**config.mk**
```make
export PLATFORM = sky130hd
export DESIGN_NAME = stepper_ramp_pulse_generator_top
export DESIGN_NICKNAME = d
export VERILOG_FILES = /design/src/hdl/srpg_pkg.sv /design/src/hdl/srpg_mul.sv /design/src/hdl/srpg_div.sv /design/src/hdl/stepper_ramp_pulse_generator_top.sv
export SDC_FILE = /design/constraint.sdc
export NUM_CORES = 2
export LEC_CHECK = 0
export BUFFER_PORTS_ARGS = -buffer_cell sky130_fd_sc_hd__buf_2
export CORE_MARGIN = 1
export CORE_UTILIZATION = 40
export CTS_CLUSTER_DIAMETER = 200
export CTS_CLUSTER_SIZE = 16
export DETAILED_ROUTE_END_ITERATION = 8
export MAX_ROUTING_LAYER = met4
export SETUP_SLACK_MARGIN = 0.15
export SYNTH_ARGS = -nofsm -noshare
export SYNTH_HDL_FRONTEND = slang
export SYNTH_SLANG_ARGS = --single-unit
```
**constraint.sdc**
```tcl
create_clock -name clk -period 10.65 [get_ports clk]
set_input_delay 0.5325 -clock clk [delete_from_list [all_inputs] [get_ports clk]]
set_output_delay 0.5325 -clock clk [all_outputs]
set_load 0.02 [all_outputs]
```
**src/hdl/srpg_pkg.sv**
```systemverilog
// ----------------------------------------------------------------------------
// srpg_pkg
// Shared widths, reset values, command codes and register indexes of the
// stepper ramp pulse generator.
// ----------------------------------------------------------------------------
`default_nettype none

package srpg_pkg;

  localparam int SIZE_W            = 40;  // Q24.16 step size
  localparam int ACCEL_W           = 24;  // Q16.8 acceleration
  localparam int DIV_W             = 64;  // dividend and quotient of the serial divider
  localparam int MUL_W             = 31;  // speed magnitude
  localparam int POSITION_BITS_DEF = 32;

  localparam logic [SIZE_W-1:0]  INIT_SIZE_RST = 40'd62653136896;
  localparam logic [SIZE_W-1:0]  MIN_SIZE_RST  = 40'd65536;
  localparam logic [ACCEL_W-1:0] ACCEL_RST     = 24'd256;
  localparam logic [SIZE_W-1:0]  SIZE_MAX      = {SIZE_W{1'b1}};
  localparam logic [DIV_W-1:0]   SPEED_NUM     = 64'd1000000 << 24;
  localparam logic [MUL_W-1:0]   SAT31         = {MUL_W{1'b1}};

  localparam logic [2:0] CMD_TICK     = 3'd0;
  localparam logic [2:0] CMD_MOVE     = 3'd1;
  localparam logic [2:0] CMD_SET_POS  = 3'd2;
  localparam logic [2:0] CMD_STOP     = 3'd3;
  localparam logic [2:0] CMD_STOP_NOW = 3'd4;

  localparam logic [1:0] REG_INIT_SIZE = 2'd0;
  localparam logic [1:0] REG_MIN_SIZE  = 2'd1;
  localparam logic [1:0] REG_ACCEL     = 2'd2;
  localparam logic [1:0] REG_REVERSE   = 2'd3;

endpackage

`default_nettype wire

```
**src/hdl/srpg_mul.sv**
```systemverilog
// ----------------------------------------------------------------------------
// srpg_mul
// Bit-serial shift-add multiplier, one multiplier bit per cycle.
// ----------------------------------------------------------------------------
`default_nettype none

module srpg_mul (
  input  wire logic                         clk,
  input  wire logic                         rst,
  input  wire logic                         start,
  input  wire logic [srpg_pkg::MUL_W-1:0]   mcand,
  input  wire logic [srpg_pkg::MUL_W-1:0]   mplier,
  output logic                              busy,
  output logic                              done,
  output logic [2*srpg_pkg::MUL_W-1:0]      product
);

  localparam int N   = srpg_pkg::MUL_W;
  localparam int CNT = $clog2(N);

  logic [2*N-1:0] prod;
  logic [N-1:0]   mc;
  logic [CNT-1:0] cnt;
  logic [N:0]     upper;

  assign upper   = {1'b0, prod[2*N-1:N]} + (prod[0] ? {1'b0, mc} : '0);
  assign product = prod;

  always_ff @(posedge clk) begin
    if (rst) begin
      busy <= 1'b0;
      done <= 1'b0;
    end else begin
      done <= 1'b0;
      if (start) begin
        busy <= 1'b1;
      end else if (busy && cnt == CNT'(N-1)) begin
        busy <= 1'b0;
        done <= 1'b1;
      end
    end
  end

  always_ff @(posedge clk) begin
    if (start) begin
      prod <= {{N{1'b0}}, mplier};
      mc   <= mcand;
      cnt  <= '0;
    end else if (busy) begin
      prod <= {upper, prod[N-1:1]};
      cnt  <= cnt + 1'b1;
    end
  end

endmodule

`default_nettype wire

```
**src/hdl/srpg_div.sv**
```systemverilog
// ----------------------------------------------------------------------------
// srpg_div
// Restoring radix-2 divider, one quotient bit per cycle.
// ----------------------------------------------------------------------------
`default_nettype none

module srpg_div (
  input  wire logic                          clk,
  input  wire logic                          rst,
  input  wire logic                          start,
  input  wire logic [srpg_pkg::DIV_W-1:0]    dividend,
  input  wire logic [srpg_pkg::SIZE_W-1:0]   divisor,
  output logic                               busy,
  output logic                               done,
  output logic [srpg_pkg::DIV_W-1:0]         quotient
);

  localparam int DW  = srpg_pkg::DIV_W;
  localparam int VW  = srpg_pkg::SIZE_W;
  localparam int CNT = $clog2(DW);

  logic [DW-1:0]  acc;  // dividend bits shift out, quotient bits shift in
  logic [VW-1:0]  rem;
  logic [VW-1:0]  dsr;
  logic [CNT-1:0] cnt;
  logic [VW:0]    trial;
  logic [VW:0]    diff;
  logic           ge;

  assign trial    = {rem, acc[DW-1]};
  assign diff     = trial - {1'b0, dsr};
  assign ge       = trial >= {1'b0, dsr};
  assign quotient = acc;

  always_ff @(posedge clk) begin
    if (rst) begin
      busy <= 1'b0;
      done <= 1'b0;
    end else begin
      done <= 1'b0;
      if (start) begin
        busy <= 1'b1;
      end else if (busy && cnt == CNT'(DW-1)) begin
        busy <= 1'b0;
        done <= 1'b1;
      end
    end
  end

  always_ff @(posedge clk) begin
    if (start) begin
      acc <= dividend;
      rem <= '0;
      dsr <= divisor;
      cnt <= '0;
    end else if (busy) begin
      rem <= ge ? diff[VW-1:0] : trial[VW-1:0];
      acc <= {acc[DW-2:0], ge};
      cnt <= cnt + 1'b1;
    end
  end

endmodule

`default_nettype wire

```
**src/hdl/stepper_ramp_pulse_generator_top.sv**
```systemverilog
// ----------------------------------------------------------------------------
// stepper_ramp_pulse_generator_top
// Step pulse generator with real-time acceleration ramp.
// ----------------------------------------------------------------------------
// One transaction in gives one transaction out. A tick with no step, and the
// set position, stop now and unused commands, use neither the multiplier nor
// the divider. A tick that steps, a move and a smooth stop recompute the ramp:
// a serial squaring of the speed and up to three serial divisions through one
// shared one-bit-per-cycle divider.
// The next transaction is taken once the result sits in the output register.
`default_nettype none

module stepper_ramp_pulse_generator_top #(
  parameter int POSITION_BITS = srpg_pkg::POSITION_BITS_DEF
) (
  input  wire logic                          clk,
  input  wire logic                          rst,
  input  wire logic                          cfg_we,
  input  wire logic [1:0]                    cfg_index,
  input  wire logic [srpg_pkg::SIZE_W-1:0]   cfg_data,
  input  wire logic                          in_valid,
  output logic                               in_stall,
  input  wire logic [2:0]                    command,
  input  wire logic signed [31:0]            value,
  output logic                               out_valid,
  input  wire logic                          out_stall,
  output logic                               step_pulse,
  output logic                               dir_level,
  output logic signed [31:0]                 position,
  output logic                               moving
);

  localparam int SW  = srpg_pkg::SIZE_W;
  localparam int MW  = srpg_pkg::MUL_W;
  localparam int DW  = srpg_pkg::DIV_W;
  localparam int PB  = POSITION_BITS;
  localparam int CW  = ((PB > 32) ? PB : 32) + 2;

  typedef enum logic [8:0] {
    S_IDLE     = 9'b000000001,
    S_EXEC     = 9'b000000010,
    S_MUL      = 9'b000000100,
    S_DIV_STS  = 9'b000001000,
    S_DECIDE   = 9'b000010000,
    S_DIV_SIZE = 9'b000100000,
    S_SIZE     = 9'b001000000,
    S_DIV_SPD  = 9'b010000000,
    S_FIN      = 9'b100000000
  } state_t;

  state_t state;

  logic [SW-1:0]                       init_size;
  logic [SW-1:0]                       min_size;
  logic [srpg_pkg::ACCEL_W-1:0]        accel;
  logic                                reverse;

  logic signed [PB-1:0]                cur;
  logic signed [PB-1:0]                target;
  logic signed [31:0]                  ramp;
  logic [SW-1:0]                       last_size;
  logic [23:0]                         step_interval;
  logic [31:0]                         elapsed;
  logic [MW-1:0]                       speed_mag;
  logic                                direction;

  logic [2:0]                          cmd_r;
  logic signed [PB-1:0]                val_r;
  logic                                pulse_r;
  logic                                step_dir_r;
  logic [MW-1:0]                       sts;
  logic signed [31:0]                  n_work;
  logic [SW-1:0]                       size_work;

  logic                                mul_start;
  logic                                mul_busy;
  logic                                mul_done;
  logic [2*MW-1:0]                     mul_product;
  logic                                div_start;
  logic                                div_busy;
  logic                                div_done;
  logic [DW-1:0]                       div_dividend;
  logic [SW-1:0]                       div_divisor;
  logic [DW-1:0]                       div_q;

  logic [31:0]                         elapsed_inc;
  logic                                step_due;
  logic [srpg_pkg::ACCEL_W-1:0]        accel_eff;
  logic [MW-1:0]                       sts_q;
  logic [MW-1:0]                       sp_q;

  logic signed [PB-1:0]                dist_p;
  logic signed [CW-1:0]                tgt_dist;
  logic signed [CW-1:0]                absd;
  logic signed [CW-1:0]                sts_c;
  logic signed [32:0]                  n_cand;
  logic signed [31:0]                  n_sat;
  logic signed [34:0]                  n4;
  logic [33:0]                         mag4;
  logic                                stop_here;
  logic [SW-1:0]                       floor_size;
  logic [SW-1:0]                       first_size;
  logic [42:0]                         ns;
  logic [SW-1:0]                       ns_clamped;
  logic [SW-1:0]                       c2_unused_guard;

  assign in_stall  = (state != S_IDLE);
  assign accel_eff = (accel == '0) ? srpg_pkg::ACCEL_W'(1) : accel;
  assign elapsed_inc = (elapsed == '1) ? elapsed : elapsed + 32'd1;
  assign step_due  = (step_interval != '0) && (elapsed_inc >= 32'(step_interval));
  assign sts_q     = (div_q[DW-1:MW] != '0) ? srpg_pkg::SAT31 : div_q[MW-1:0];
  assign sp_q      = sts_q;
  assign floor_size = (min_size == '0) ? SW'(1) : min_size;
  assign first_size = (init_size == '0) ? SW'(1) : init_size;
  assign c2_unused_guard = last_size;

  // ramp direction decision
  always_comb begin
    dist_p    = target - cur;
    tgt_dist  = CW'(dist_p);
    absd      = (tgt_dist < 0) ? -tgt_dist : tgt_dist;
    sts_c     = signed'(CW'(sts));
    stop_here = (tgt_dist == 0) && (sts <= MW'(1));
    n_cand    = 33'(ramp);
    if (tgt_dist > 0) begin
      if (ramp > 0 && (tgt_dist <= sts_c || direction)) begin
        n_cand = -signed'(33'(sts));
      end else if (ramp < 0 && !direction && tgt_dist > sts_c) begin
        n_cand = -33'(ramp);
      end
    end else if (tgt_dist < 0) begin
      if (ramp > 0 && (absd <= sts_c || !direction)) begin
        n_cand = -signed'(33'(sts));
      end else if (ramp < 0 && direction && absd > sts_c) begin
        n_cand = -33'(ramp);
      end
    end
    n_sat = (n_cand > 33'sh07FFFFFFF) ? 32'sh7FFFFFFF : n_cand[31:0];
    n4    = (35'(n_sat) <<< 2) + 35'sd1;
    mag4  = (n4 < 0) ? 34'(-n4) : 34'(n4);
  end

  // new step size from the quotient 2c/|4n+1|
  always_comb begin
    if (n_work[31]) begin
      ns = {3'b0, c2_unused_guard} + {2'b0, div_q[SW:0]};
    end else begin
      ns = {3'b0, c2_unused_guard} - {2'b0, div_q[SW:0]};
    end
    if ($signed(ns) < $signed({3'b0, floor_size})) begin
      ns_clamped = floor_size;
    end else if (ns > {3'b0, srpg_pkg::SIZE_MAX}) begin
      ns_clamped = srpg_pkg::SIZE_MAX;
    end else begin
      ns_clamped = ns[SW-1:0];
    end
  end

  always_comb begin
    mul_start    = (state == S_EXEC) &&
                   ((cmd_r == srpg_pkg::CMD_TICK && step_due) ||
                    cmd_r == srpg_pkg::CMD_MOVE || cmd_r == srpg_pkg::CMD_STOP);
    div_start    = 1'b0;
    div_dividend = DW'({mul_product});
    div_divisor  = SW'({accel_eff, 9'b0});
    case (state)
      S_MUL: begin
        div_start = mul_done;
      end
      S_DECIDE: begin
        div_start    = !stop_here && (n_sat != 0);
        div_dividend = DW'({last_size, 1'b0});
        div_divisor  = SW'(mag4);
      end
      S_SIZE: begin
        div_start    = 1'b1;
        div_dividend = srpg_pkg::SPEED_NUM;
        div_divisor  = size_work;
      end
      default: begin
        div_start = 1'b0;
      end
    endcase
  end

  always_ff @(posedge clk) begin
    if (rst) begin
      state         <= S_IDLE;
      init_size     <= srpg_pkg::INIT_SIZE_RST;
      min_size      <= srpg_pkg::MIN_SIZE_RST;
      accel         <= srpg_pkg::ACCEL_RST;
      reverse       <= 1'b0;
      cur           <= '0;
      target        <= '0;
      ramp          <= '0;
      last_size     <= srpg_pkg::INIT_SIZE_RST;
      step_interval <= '0;
      elapsed       <= '0;
      speed_mag     <= '0;
      direction     <= 1'b0;
      out_valid     <= 1'b0;
    end else begin
      if (cfg_we) begin
        case (cfg_index)
          srpg_pkg::REG_INIT_SIZE: init_size <= cfg_data;
          srpg_pkg::REG_MIN_SIZE:  min_size  <= cfg_data;
          srpg_pkg::REG_ACCEL:     accel     <= cfg_data[srpg_pkg::ACCEL_W-1:0];
          srpg_pkg::REG_REVERSE:   reverse   <= cfg_data[0];
          default:                 reverse   <= reverse;
        endcase
      end
      if (out_valid && !out_stall && state != S_FIN) begin
        out_valid <= 1'b0;
      end
      case (state)
        S_IDLE: begin
          if (in_valid) begin
            cmd_r   <= command;
            val_r   <= PB'(value);
            pulse_r <= 1'b0;
            state   <= S_EXEC;
          end
        end
        S_EXEC: begin
          step_dir_r <= direction;
          case (cmd_r)
            srpg_pkg::CMD_TICK: begin
              if (step_due) begin
                pulse_r <= 1'b1;
                cur     <= direction ? cur - PB'(1) : cur + PB'(1);
                elapsed <= '0;
                state   <= S_MUL;
              end else begin
                elapsed <= elapsed_inc;
                state   <= S_FIN;
              end
            end
            srpg_pkg::CMD_MOVE: begin
              target <= val_r;
              state  <= S_MUL;
            end
            srpg_pkg::CMD_SET_POS: begin
              cur           <= val_r;
              target        <= val_r;
              ramp          <= '0;
              step_interval <= '0;
              speed_mag     <= '0;
              state         <= S_FIN;
            end
            srpg_pkg::CMD_STOP: begin
              state <= S_MUL;
            end
            srpg_pkg::CMD_STOP_NOW: begin
              target        <= cur;
              ramp          <= '0;
              step_interval <= '0;
              speed_mag     <= '0;
              state         <= S_FIN;
            end
            default: begin
              state <= S_FIN;
            end
          endcase
        end
        S_MUL: begin
          if (mul_done) state <= S_DIV_STS;
        end
        S_DIV_STS: begin
          if (div_done) begin
            sts <= sts_q;
            if (cmd_r == srpg_pkg::CMD_STOP) begin
              target <= direction ? cur - PB'(sts_q) : cur + PB'(sts_q);
            end
            state <= S_DECIDE;
          end
        end
        S_DECIDE: begin
          n_work <= n_sat;
          if (stop_here) begin
            step_interval <= '0;
            speed_mag     <= '0;
            ramp          <= '0;
            state         <= S_FIN;
          end else if (n_sat == 0) begin
            size_work <= first_size;
            direction <= !(tgt_dist > 0);
            state     <= S_SIZE;
          end else begin
            state <= S_DIV_SIZE;
          end
        end
        S_DIV_SIZE: begin
          if (div_done) begin
            size_work <= ns_clamped;
            state     <= S_SIZE;
          end
        end
        S_SIZE: begin
          last_size     <= size_work;
          step_interval <= (size_work[SW-1:16] == '0) ? 24'd1 : size_work[SW-1:16];
          state         <= S_DIV_SPD;
        end
        S_DIV_SPD: begin
          if (div_done) begin
            speed_mag <= sp_q;
            ramp      <= (n_work == 32'sh7FFFFFFF) ? n_work : n_work + 32'sd1;
            state     <= S_FIN;
          end
        end
        S_FIN: begin
          if (!out_valid || !out_stall) begin
            out_valid  <= 1'b1;
            step_pulse <= pulse_r;
            dir_level  <= (pulse_r ? step_dir_r : direction) ^ reverse;
            position   <= 32'(cur);
            moving     <= (speed_mag != '0) || (target != cur);
            state      <= S_IDLE;
          end
        end
        default: begin
          state <= S_IDLE;
        end
      endcase
    end
  end

  srpg_mul u_mul (
    .clk     (clk),
    .rst     (rst),
    .start   (mul_start),
    .mcand   (speed_mag),
    .mplier  (speed_mag),
    .busy    (mul_busy),
    .done    (mul_done),
    .product (mul_product)
  );

  srpg_div u_div (
    .clk      (clk),
    .rst      (rst),
    .start    (div_start),
    .dividend (div_dividend),
    .divisor  (div_divisor),
    .busy     (div_busy),
    .done     (div_done),
    .quotient (div_q)
  );

`ifndef ASSERT_OFF
  a_interval_speed: assert property (@(posedge clk) disable iff (rst)
    state == S_IDLE |-> ((step_interval == '0) == (speed_mag == '0)))
    else $error("step interval and speed disagree");

  a_idle_ramp: assert property (@(posedge clk) disable iff (rst)
    (state == S_IDLE && step_interval == '0) |-> ramp == '0)
    else $error("ramp count left over while idle");

  a_size_nonzero: assert property (@(posedge clk) disable iff (rst)
    last_size != '0)
    else $error("step size reached zero");

  a_mul_start: assert property (@(posedge clk) disable iff (rst)
    mul_start |-> !mul_busy && !div_busy)
    else $error("multiplier started while busy");

  a_div_start: assert property (@(posedge clk) disable iff (rst)
    div_start |-> !div_busy)
    else $error("divider started while busy");
`endif

endmodule

`default_nettype wire

```
==> impl_results.md <==
- Status: complete, no violations
- Pin count of the biggest net entering global routing: 98
- DRT Pass-1 Iters: 8
- Post-route ant nets: 0
- Die Ht: 361 um
- Worst EP arrival: 9.84 ns
- Layout cells sized above 1: 0.0715
- Crit path max-delay cell type: and4bb_1
- Worst-Margin Slew: 1.07 ns
- CTS tree: yes
- Post-synth EDFFs: 341
- Antenna violations before repair: 9
- Top FF cell, synth: dfxtp_1
- Via density: 5.88
- Area share of the largest cell type after synthesis: 0.198
- Area grow syn2layout: 7.81%
- Finish-stage setup viols: 0
- Vias in the first global route: 42.7k
- Total Wirelength: 181,000 um
- Area occupied by multi-input gates: 30,500 um^2
- Fmax achieved: 106 MHz
- CP Launch Type: register
- Worst min-delay path category: input port to register
- Unrepaired setup endpoints after global routing: false
- XOR/XNOR share of the synthesized area: 0.0561
- CP endpoint kind: register
- Ys async rst share: 0
- Yosys reg bits: 766
- Max-cap viol count: 0
- Synth area leaders: edfxtp_1, dfxtp_1, ha_1
- Peak VDD IR: 0.000137 V
- Crit path kind: register to register
- GRT Resource Usage Total: 0.276
- Routability cong.: 0.959
- Library cells used by synthesis: 97
- Headroom to the max-slew limit: 0.279
- CTS Sinks: 766
- Post-synthesis mux area share: 0.0278
- DR iter-0 viols: 4,559
- Final Skew: 0.0461 ns
- Fin area: 55,700 um^2
- Max Buffers Root-to-Sink: 3
- Root Buffer: clkbuf_16
- Post-Syn Instances: 6,143
- Fin crit share: 0.882
- Post-Syn Nets: 6,611
- Clock-pin slew on the worst setup and hold paths: 0.08 ns
- PD cells: 137 nW/um^2
- Yosys synthesis warning count: 0
- Gr ovfl total: 0
- Simple-gate share of the synthesized area: 0.207
- Seq. cell area: 18,800 um^2
- Worst R2R Path Depth: 32
- Post-layout minimum cycle time: 9.39 ns
- HPWL after DPL: 137,000 um
- Slowest cell delay on critical path: 0.63 ns
- Initial core utilization: 0.404
- Worst-Skew Late Latency: 0.71 ns
- Port-buffer cells: 118
- Required time of the worst setup path: 11.09 ns
- Post-synth top area cell: edfxtp_1
- R2R Path Start: cur[12]
- Reg2reg end: u_div.quotient[30]
- Hold Crit Depth: 1
- Num ports: 119
- DIE WIDTH: 361 um
- Synthesized area per cell: 8.41 um^2
- Filler instances: 12.8k
- Hold wc startpoint: command[1]
- CTS buffer count: 53
- First-pass GRT wire length: 270,000 um
- Slew Limit Fails: 0
- H-tree Lvls: 2
- Via count of the routed design: 45.9k
- Core area: 128,000 um^2
- Compound-gate portion of the synthesized area: 0.202
- Hold Path Sink: cmd_r[1]
- Setup tns final: 0 ns
- Largest fanout on the critical path: 43
- Row cnt: 131
- Die area: 131,000 um^2
- Drt drc: 0
- Nets: 6,568
- Reg2reg setup slack: 1.26 ns
- Adder-Cell Fraction of Synth Area: 0.0945
- WL per Instance: 23.1 um
- Sequential fraction of the synthesis area: 0.363
- Main combinational cell family by area after synthesis: simple AND/OR/NAND/NOR gates
- Area after DPL: 53,900 um^2
- Static Leak: 21.8 nW
- Final hold viol count: 0
- Cell Area, Synth: 51,700 um^2
[worst max-delay path: cells and delay by family (launching register included)]
| kind | cells | cell delay, ns |
|---|---|---|
| fa+ha+maj | 3 | 0.89 |
| mux | 1 | 0.39 |
| simple gates | 11 | 3.26 |
| flops | 1 | 0.44 |
| buf+inv | 3 | 0.55 |
| xor+xnor | 1 | 0.10 |
| compound gates | 13 | 3.43 |
[synthesized netlist by cell type (112+ instances only)]
| master | instances |
|---|---|
| nor3_1 | 163 |
| nor2_1 | 538 |
| o21ai_0 | 243 |
| nand3_1 | 138 |
| a21oi_1 | 608 |
| nand2_1 | 752 |
| inv_1 | 343 |
| clkbuf_1 | 276 |
| xnor2_1 | 220 |
| dfxtp_1 | 425 |
| edfxtp_1 | 341 |
| a21o_1 | 112 |
| ha_1 | 379 |
[cell type report]
type                       count  share of cell area
clock inverter                 3            0.000988
timing repair buffer         223              0.0271
inverter                     347              0.0235
clock buffer                  94              0.0268
antenna                        3            0.000135
multi-input combinational   4709               0.548
sequential                   766               0.337
tap                         1662              0.0373
[per-stage QoR]
stage / hold WS [ns] / utilization / std cells / setup slack, ns / power, mW
2_1_floorplan: 0.406 / - / 6143 / 1.19 / 4.79
3_3_place_gp: 0.443 / 0.421 / 7679 / 1.71 / 5.56
3_5_place_dp: 0.449 / 0.421 / 7679 / 1.49 / 5.57
4_1_cts: 0.00134 / 0.436 / 7804 / 1.43 / 7.65
5_1_grt: 0.0200 / 0.436 / 7807 / 0.462 / 7.98
6_report: 0.0368 / 0.436 / 7807 / 1.26 / 7.63
[registers in the layout, summed over array words and instances, names as in the netlist, 24 cells and up]
name             flops
u_mul.product       62
u_div.rem           40
accel               24
size_work           40
target              32
c2_unused_guard     40
init_size           40
n_work              32
elapsed             32
ramp                32
speed_mag           31
min_size            40
position            32
u_div.quotient      64
step_interval       24
val_r               32
sts                 31
u_div.dsr           40
u_mul.mc            31
cur                 32
[report_power, final]
| part | leakage, nW | internal (mW) | switching [mW] |
|---|---|---|---|
| registers | 6.59 | 3.17 | 0.0881 |
| clock network | 0.730 | 0.952 | 1.13 |
| logic | 14.5 | 0.811 | 1.48 |
[cell families (layout without fill, tap and decap cells)]
family / count (synthesis) / in the layout
fa+ha+maj: 386 / 386
mux: 138 / 138
buf+inv: 668 / 667
compound gates: 1615 / 1615
flops: 766 / 766
other cells: 0 / 3
simple gates: 2239 / 2239
xor+xnor: 331 / 331
[layout by cell type (no fill, tap or decap), drive strengths merged, types with 95 or more instances in the layout]
master and instances:
nand2 752, xor2 111, ha 379, nand3 138, edfxtp 341, o21ai 248
inv 346, xnor2 220, buf 195, o211ai 100, dfxtp 425, nor3 167
a21oi 608, nand2b 97, nor2 538, a21o 112, mux2i 95
[worst max path at each step]
stage            start                  to  slack [ns]  cells after the start
2_1_floorplan  cur[14]        size_work[0]        1.19                     36
3_3_place_gp   cur[12]   u_div.quotient[1]        1.71                     32
3_5_place_dp    cur[2]  u_div.quotient[30]        1.49                     32
4_1_cts        cur[12]   u_div.quotient[1]        1.43                     32
5_1_grt         cur[8]   u_div.quotient[1]        0.46                     32
6_report       cur[12]  u_div.quotient[30]        1.26                     32
[per-layer routing]
layer	GRT usage	vias to the layer above	wire (um)	part of all wire
met5	-	-	0	0
met1	0.384	22081	82300	0.46
met4	0.0882	0	6330	0.035
li1	-	22027	-	-
met2	0.412	1564	78700	0.44
met3	0.0411	241	13200	0.073
[repair_timing]
item | 4_1_cts | 5_1_grt
endpoints found under the hold margin | 28 | 0
hold buffers | 28 | 0
buffers inserted | 0 | 0
resized for setup | 0 | 0
No activity file was read; power rests on OpenSTA's default activity.
